--- src/hw/rtl/smx_pkg.sv ---
// ============================================================================
// smx_pkg
// Shared constants and types for the splitmix64 stream bank: field widths,
// the golden step, the finalizer multipliers and shifts, and the bank entry.
// ============================================================================
`default_nettype none

package smx_pkg;

    // Default number of streams in the bank.
    localparam int NUM_STREAMS_DEF = 1024;

    // Field widths.
    localparam int INDEX_W = 10;
    localparam int SEED_W  = 32;
    localparam int VALUE_W = 64;
    localparam int DRAW_W  = 53;

    // Stream step and finalizer constants.
    localparam logic [VALUE_W-1:0] GOLDEN    = 64'h9e37_79b9_7f4a_7c15;
    localparam logic [VALUE_W-1:0] MIX_MUL_A = 64'hbf58_476d_1ce4_e5b9;
    localparam logic [VALUE_W-1:0] MIX_MUL_B = 64'h94d0_49bb_1331_11eb;
    localparam int MIX_SHIFT_A   = 30;
    localparam int MIX_SHIFT_B   = 27;
    localparam int MIX_SHIFT_OUT = 31;

    // One bank entry as read back from the stream store.
    typedef struct packed {
        logic               seeded;
        logic [VALUE_W-1:0] value;
    } t_entry;

endpackage

`default_nettype wire

--- src/hw/rtl/smx_mix.sv ---
// ============================================================================
// smx_mix
// Multi-cycle splitmix64 finalizer. Each 64-bit modular multiply is built
// from three 32x32 partial products that are registered before they are summed.
// ============================================================================
`default_nettype none

module smx_mix (
    input  logic                        i_clk,
    input  logic                        i_rst_n,
    input  logic                        i_start,
    input  logic [smx_pkg::VALUE_W-1:0] i_value,
    output logic                        o_done,
    output logic [smx_pkg::VALUE_W-1:0] o_result
);

    typedef enum logic [5:0] {
        M_IDLE = 6'b000001,
        M_MUL1 = 6'b000010,
        M_SUM1 = 6'b000100,
        M_MUL2 = 6'b001000,
        M_SUM2 = 6'b010000,
        M_DONE = 6'b100000
    } t_mix_state;

    t_mix_state                  r_state, n_state;
    logic [smx_pkg::VALUE_W-1:0] r_x, n_x;
    logic [smx_pkg::VALUE_W-1:0] r_p0;
    logic [31:0]                 r_p1, r_p2;
    logic [smx_pkg::VALUE_W-1:0] w_t, w_k, w_sum;

    // The xor-shift and multiplier constant of the current round.
    always_comb begin
        if (r_state == M_MUL1) begin
            w_t = r_x ^ (r_x >> smx_pkg::MIX_SHIFT_A);
            w_k = smx_pkg::MIX_MUL_A;
        end else begin
            w_t = r_x ^ (r_x >> smx_pkg::MIX_SHIFT_B);
            w_k = smx_pkg::MIX_MUL_B;
        end
    end

    // Low 64 bits of the product, from the registered partial products.
    assign w_sum = r_p0 + {32'(r_p1 + r_p2), 32'd0};

    // Partial products of the shared multiplier.
    always_ff @(posedge i_clk) begin
        r_p0 <= 64'(w_t[31:0]) * 64'(w_k[31:0]);
        r_p1 <= 32'(w_t[31:0] * w_k[63:32]);
        r_p2 <= 32'(w_t[63:32] * w_k[31:0]);
    end

    // Round sequencer.
    always_comb begin
        n_state = r_state;
        n_x     = r_x;
        unique case (r_state) inside
            M_IDLE, M_DONE: begin
                if (i_start) begin
                    n_x     = i_value;
                    n_state = M_MUL1;
                end else begin
                    n_state = M_IDLE;
                end
            end
            M_MUL1: n_state = M_SUM1;
            M_SUM1: begin
                n_x     = w_sum;
                n_state = M_MUL2;
            end
            M_MUL2: n_state = M_SUM2;
            M_SUM2: begin
                n_x     = w_sum ^ (w_sum >> smx_pkg::MIX_SHIFT_OUT);
                n_state = M_DONE;
            end
            default: n_state = M_IDLE;
        endcase
    end

    always_ff @(posedge i_clk) begin
        if (!i_rst_n) begin
            r_state <= M_IDLE;
        end else begin
            r_state <= n_state;
        end
    end

    always_ff @(posedge i_clk) begin
        r_x <= n_x;
    end

    assign o_done   = (r_state == M_DONE);
    assign o_result = r_x;

`ifndef NO_ASSERTIONS
    // A new value is only handed over when the unit is free.
    a_start_when_free: assert property (@(posedge i_clk) disable iff (!i_rst_n)
        i_start |-> (r_state == M_IDLE || r_state == M_DONE))
        else $error("finalizer started while busy");

    // Every start produces a result after the MUL1, SUM1, MUL2 and SUM2 rounds.
    a_fixed_latency: assert property (@(posedge i_clk) disable iff (!i_rst_n)
        i_start |-> ##5 o_done)
        else $error("finalizer latency broken");

    // The result comes only out of the second summing round.
    a_done_after_sum: assert property (@(posedge i_clk) disable iff (!i_rst_n)
        o_done |-> $past(r_state == M_SUM2))
        else $error("finalizer done without second round");
`endif

endmodule

`default_nettype wire

--- config.mk ---
export PLATFORM = sky130hd
export DESIGN_NAME = smx_mix
export DESIGN_NICKNAME = d
export VERILOG_FILES = /design/src/hw/rtl/smx_pkg.sv /design/src/hw/rtl/smx_mix.sv
export SDC_FILE = /design/constraint.sdc
export NUM_CORES = 2
export LEC_CHECK = 0
export BUFFER_PORTS_ARGS = -buffer_cell sky130_fd_sc_hd__clkbuf_2
export CORE_AREA = 2 2 307 309
export DETAILED_ROUTE_END_ITERATION = 16
export DIE_AREA = 0 0 309 311
export PLACE_DENSITY = 0.77
export SLEW_MARGIN = 10
export SYNTH_ARGS = -nofsm -noshare
export SYNTH_HDL_FRONTEND = slang
export SYNTH_SLANG_ARGS = --single-unit
export TNS_END_PERCENT = 100
--- constraint.sdc ---
create_clock -name i_clk -period 18.1 [get_ports i_clk]
set_clock_uncertainty 0.05 [all_clocks]
set_input_delay 0.905 -clock i_clk [delete_from_list [all_inputs] [get_ports i_clk]]
set_output_delay 0.905 -clock i_clk [all_outputs]
set_load 0.01 [all_outputs]
* After elaboration in Yosys (flattened, before gate mapping)
Cells that the tools add are included.
Operators by class: $add $sub $neg 2, multiply operators 3, equal/unequal tests 7, multiplexer cells 6, bitwise operators 3, reductions and logical operators 3
Operator list (count):
- case mux 64 bit (3 select lines) | 1
- 2-to-1 mux 64 bit | 2
- adder 64 bit | 1
- multiplier 32 x 32 -> 32 bit | 2
- multiplier 32 x 32 -> 64 bit | 1
- XOR 64 x 33 -> 64 bit | 1
- XOR 64 x 34 -> 64 bit | 1
- XOR 64 x 37 -> 64 bit | 1
- 2-to-1 mux 62 bit | 1
- adder 32 bit | 1
- case mux 6 bit (5 select lines) | 1
- == test 6 x 1 -> 1 bit (second input constant) | 1
- == test 6 x 2 -> 1 bit (second input constant) | 1
- == test 6 x 3 -> 1 bit (second input constant) | 1
- == test 6 x 4 -> 1 bit (second input constant) | 1
- == test 6 x 5 -> 1 bit (second input constant) | 1
- == test 6 bit (second input constant) | 1
- nonzero test 3 bit | 1
- 2-to-1 mux 2 bit | 1
- != test 2 bit (second input constant) | 1
- AND reduction 2 bit | 1
- OR reduction 2 bit | 1
Word-level totals: register bits 198, output and inout port bits 65

* Longest topological paths before layout
depth after elaboration 4, gate-level depth with buffers 39, depth with buffers taken out 34

* Least setup slack after synthesis
No wires, ideal clock.
path type register to register, from register r_state[3], to register r_p0[49] (netlist bit), setup time 0.130 ns, data arrival time 9.826 ns, slack 8.094 ns, stages on the path, launching flop included 35, path buffers 4, clock period less this slack 10.006 ns, cells stage by stage dfxtp_1 or3_4 or4b_1 buf_6 buf_6 clkbuf_1 clkbuf_1 nand2_1 nand2_1 xor2_1 nand2_1 inv_1 fa_1 fa_1 fa_1 inv_1 fa_1 inv_1 fa_1 fa_1 fa_1 inv_1 fa_1 inv_1 ha_1 a21o_1 a21oi_1 nor2b_1 a41oi_1 a21oi_1 o21ai_1 a41o_1 o41ai_1 o21bai_1 xor2_1
On the way: cells in the longest elaborated chain, start to end 3, elaborated cells on any way between the ends 4, those cells by class 1 x mul; 1 x eq/ne; 2 x mux
Ends and longest elaborated chain:
- start, declared | RTL line smx_mix.sv:26 | t_mix_state r_state, n_state;
- start signal, assigned | RTL line smx_mix.sv:84 | r_state <= n_state;
- == test 6 x 2 -> 1 bit * | RTL line smx_mix.sv:34 | if (r_state == M_MUL1) begin
- 2-to-1 mux 64 bit or 2-to-1 mux 62 bit (tied branches) | RTL line smx_mix.sv:34
- multiplier 32 x 32 -> 64 bit * | RTL line smx_mix.sv:48 | r_p0 <= 64'(w_t[31:0]) * 64'(w_k[31:0]);
- end signal, assigned | RTL line smx_mix.sv:48
- end, declared | RTL line smx_mix.sv:28 | logic [smx_pkg::VALUE_W-1:0] r_p0;
Every way passes the cells marked *; elsewhere a longest branch is shown, timed or not. A chain may end at the register's enable or synchronous reset.

* Worst setup path after layout
from register r_state[3], to register r_p0[62] (netlist bit)
Same word-level chain as after synthesis.

==> impl_results.md <==
* Status: finished clean
* Post-synthesis sequential area ratio at 0.0823
* Synth top area cells: fa_1, ha_1, inv_1, dfxtp_1, edfxtp_1
* Rel. slew slack at 0.245
* Cells after Synth at 5682
* DR vias at 40583
* DRC viols at 0
* Initial DRC count at 4696
* Startpoint Class: register
* Setup violators final at 0
* Hold Buf Count CTS at 0
* CP dominant cell by count: fa_1
* WS Path Type: reg -> reg
* Number of global-route vias before repair at 43070
* Number of synthesized flops with an enable pin at 64
* Post-layout min period at 11.24 ns
* Hold Path Class: reg -> reg
* Setup ws final at 6.86 ns
* Clock buffer depth at 2
* I/O pin cnt at 132
* Crit. End Element: register
* Mean Syn Cell Area at 9.76 µm²
* Drt total wl at 193 mm
* Top FF cell, synth: dfxtp_1
* Post-synthesis adder-cell area fraction at 0.608
* Crit path buf inv count at 5
* Synthesized flop and latch total at 196
* TritonCTS Sinks at 196
* Final Hold Fails at 0
* Core area at 92800 µm²
* Mux share of post-synthesis cell area at 0.00108
* Nets at 7806
* Final Wtd Congestion at 1.07
* Total setup buffers inserted after CTS at 0
* Die H at 311 µm
* Initial DRT Pass Iterations at 7
* Die Area at 96100 µm²
* Post-Synth XOR/XNOR Area at 0.0552
* Gr usage total at 0.415
* CTS buffer count at 17
* Worst EP required at 18.48 ns
* Maxcap violations at 0
* Leading area contributor after synthesis: fa_1
* First-pass GRT wire length at 282 mm
* Simple-Gate Fraction of Synth Area at 0.0570
* Synth async-reset ratio at 0
* Post-place setup slack at 7.26 ns
* Clock root buffer: clkbuf_16
* Vias/cell at 5.79
* Initial Util at 0.598
* Synthesis-to-layout area growth at 4.71%
* Skew-Pair Late Insertion Delay at 0.51 ns
* Largest family of logic cells by synthesized area: adder cells
* Maximum clock frequency at 89.0 MHz
* Post-DRT Antenna Nets at 0
* Worst-path maximum fanout at 54
* Worst slew pin tran at 1.13 ns
* Top Family by Delay on Critical Path: adder cells
* Unrepaired setup endpoints after global routing: no
* Post-synthesis compound-gate area fraction at 0.0688
* Layout cells sized above 1 at 0.0464
* Initial antenna violation count at 6
* Synth top area share at 0.416
* Synth unique cells at 83
* Critical path's slowest cell: or4b_4
* Mapped Area at 55400 µm²
* Filler cell count at 7806
* Num rows at 112
* Slew Viols, Final at 0
* Total congestion overflow at 0
* PostCTS Resize Cnt at 0
* Fin crit share at 0.621
* Worst Path Arrival at 11.62 ns
* Port-buffer cells at 131
* H-tree Lvls at 4
* Post-Route Setup TNS at 0 ns
* WL/cell at 27.5 µm
* Crit path largest cell delay at 0.75 ns
* Die X at 309 µm
* Largest net degree at the start of global routing at 65
* Yosys Warn Count at 0
* CTS clk-pin slew, worst paths at 0.09 ns
* Hpwl dp at 169 mm
* CTS tree: yes
[final timing paths]
check             start            to  slack, ns  cells past startpoint
max          r_state[3]      r_p0[62]       6.86                     31
min            r_p0[26]  o_result[26]       0.52                      1
min reg2reg    r_p0[26]  o_result[26]       0.52                      1
max reg2reg  r_state[3]      r_p0[62]       6.86                     31
[state kept, by name, indices dropped and copies added (netlist names)]
signal / cells
o_result: 64
r_p0: 62
r_p1: 32
r_p2: 32
r_state: 6
[cell usage after synthesis, drive strengths merged, types with 46 or more instances]
| cell | number |
|---|---|
| nand2 | 352 |
| a21oi | 164 |
| ha | 850 |
| dfxtp | 132 |
| fa | 1152 |
| nor3 | 46 |
| nor2 | 130 |
| a21o | 106 |
| xor2 | 127 |
| edfxtp | 64 |
| xnor2 | 218 |
| inv | 1671 |
| o21ai | 113 |
| clkbuf | 140 |
[placed cells by master (no fill, tap or decap), drive strengths merged, types with 8 or more instances in the layout]
| master | n |
|---|---|
| and2 | 18 |
| nor2 | 130 |
| o21ai | 113 |
| clkbuf | 148 |
| a21oi | 164 |
| or2 | 18 |
| edfxtp | 64 |
| a21o | 106 |
| nand2 | 352 |
| or3 | 10 |
| a21boi | 8 |
| inv | 1676 |
| nor2b | 18 |
| nand4 | 15 |
| nor3 | 46 |
| buf | 55 |
| a211oi | 12 |
| nand2b | 25 |
| clkinv | 9 |
| nand3 | 28 |
| o21bai | 29 |
| dfxtp | 132 |
| ha | 850 |
| and3 | 23 |
| conb | 33 |
| xnor2 | 218 |
| a31oi | 13 |
| o21a | 27 |
| a211o | 8 |
| a221o | 35 |
| fa | 1152 |
| xor2 | 127 |
[layer usage]
layer,vias to the layer above,wire length [µm],global-route usage
met5,-,51,0
li1,17243,-,-
met4,8,14800,0.251
met2,2397,81500,0.606
met3,568,23100,0.119
met1,20367,73000,0.547
[area by class of cell]
class,instances,area [µm²],share of cell area
repair buffers,186,1070,0.0184
well taps,1254,1570,0.0270
flip-flops and latches,196,4560,0.0786
clock buffers,17,425,0.00733
multi-input cells,3665,44000,0.757
diodes,3,7.51,0.000129
clock inverters,15,186,0.00321
inverters,1671,6270,0.108
[cells by family after synthesis]
kind of cell	count (synthesis)
multiplexers	6
AND/OR/NAND/NOR	703
flip-flops	196
AO/OA/AOI/OAI	576
XOR/XNOR	345
buffers and inverters	1852
adder cells (fa/ha/maj)	2002
other	2
[per-stage QoR]
step / std cells / util / hold WS (ns) / instance area, µm²
6_report: 7007 / 0.626 / 0.525 / 58000
5_1_grt: 7004 / 0.626 / 0.540 / 58000
4_1_cts: 7004 / 0.626 / 0.521 / 58000
3_5_place_dp: 6972 / 0.619 / 0.498 / 57400
3_3_place_gp: 6972 / 0.619 / 0.488 / 57400
2_1_floorplan: 5713 / - / 0.483 / 55600
Power is left out: the tool's default activity adds up to more than one toggle a clock period on the data nets, which glitch-free logic cannot reach.
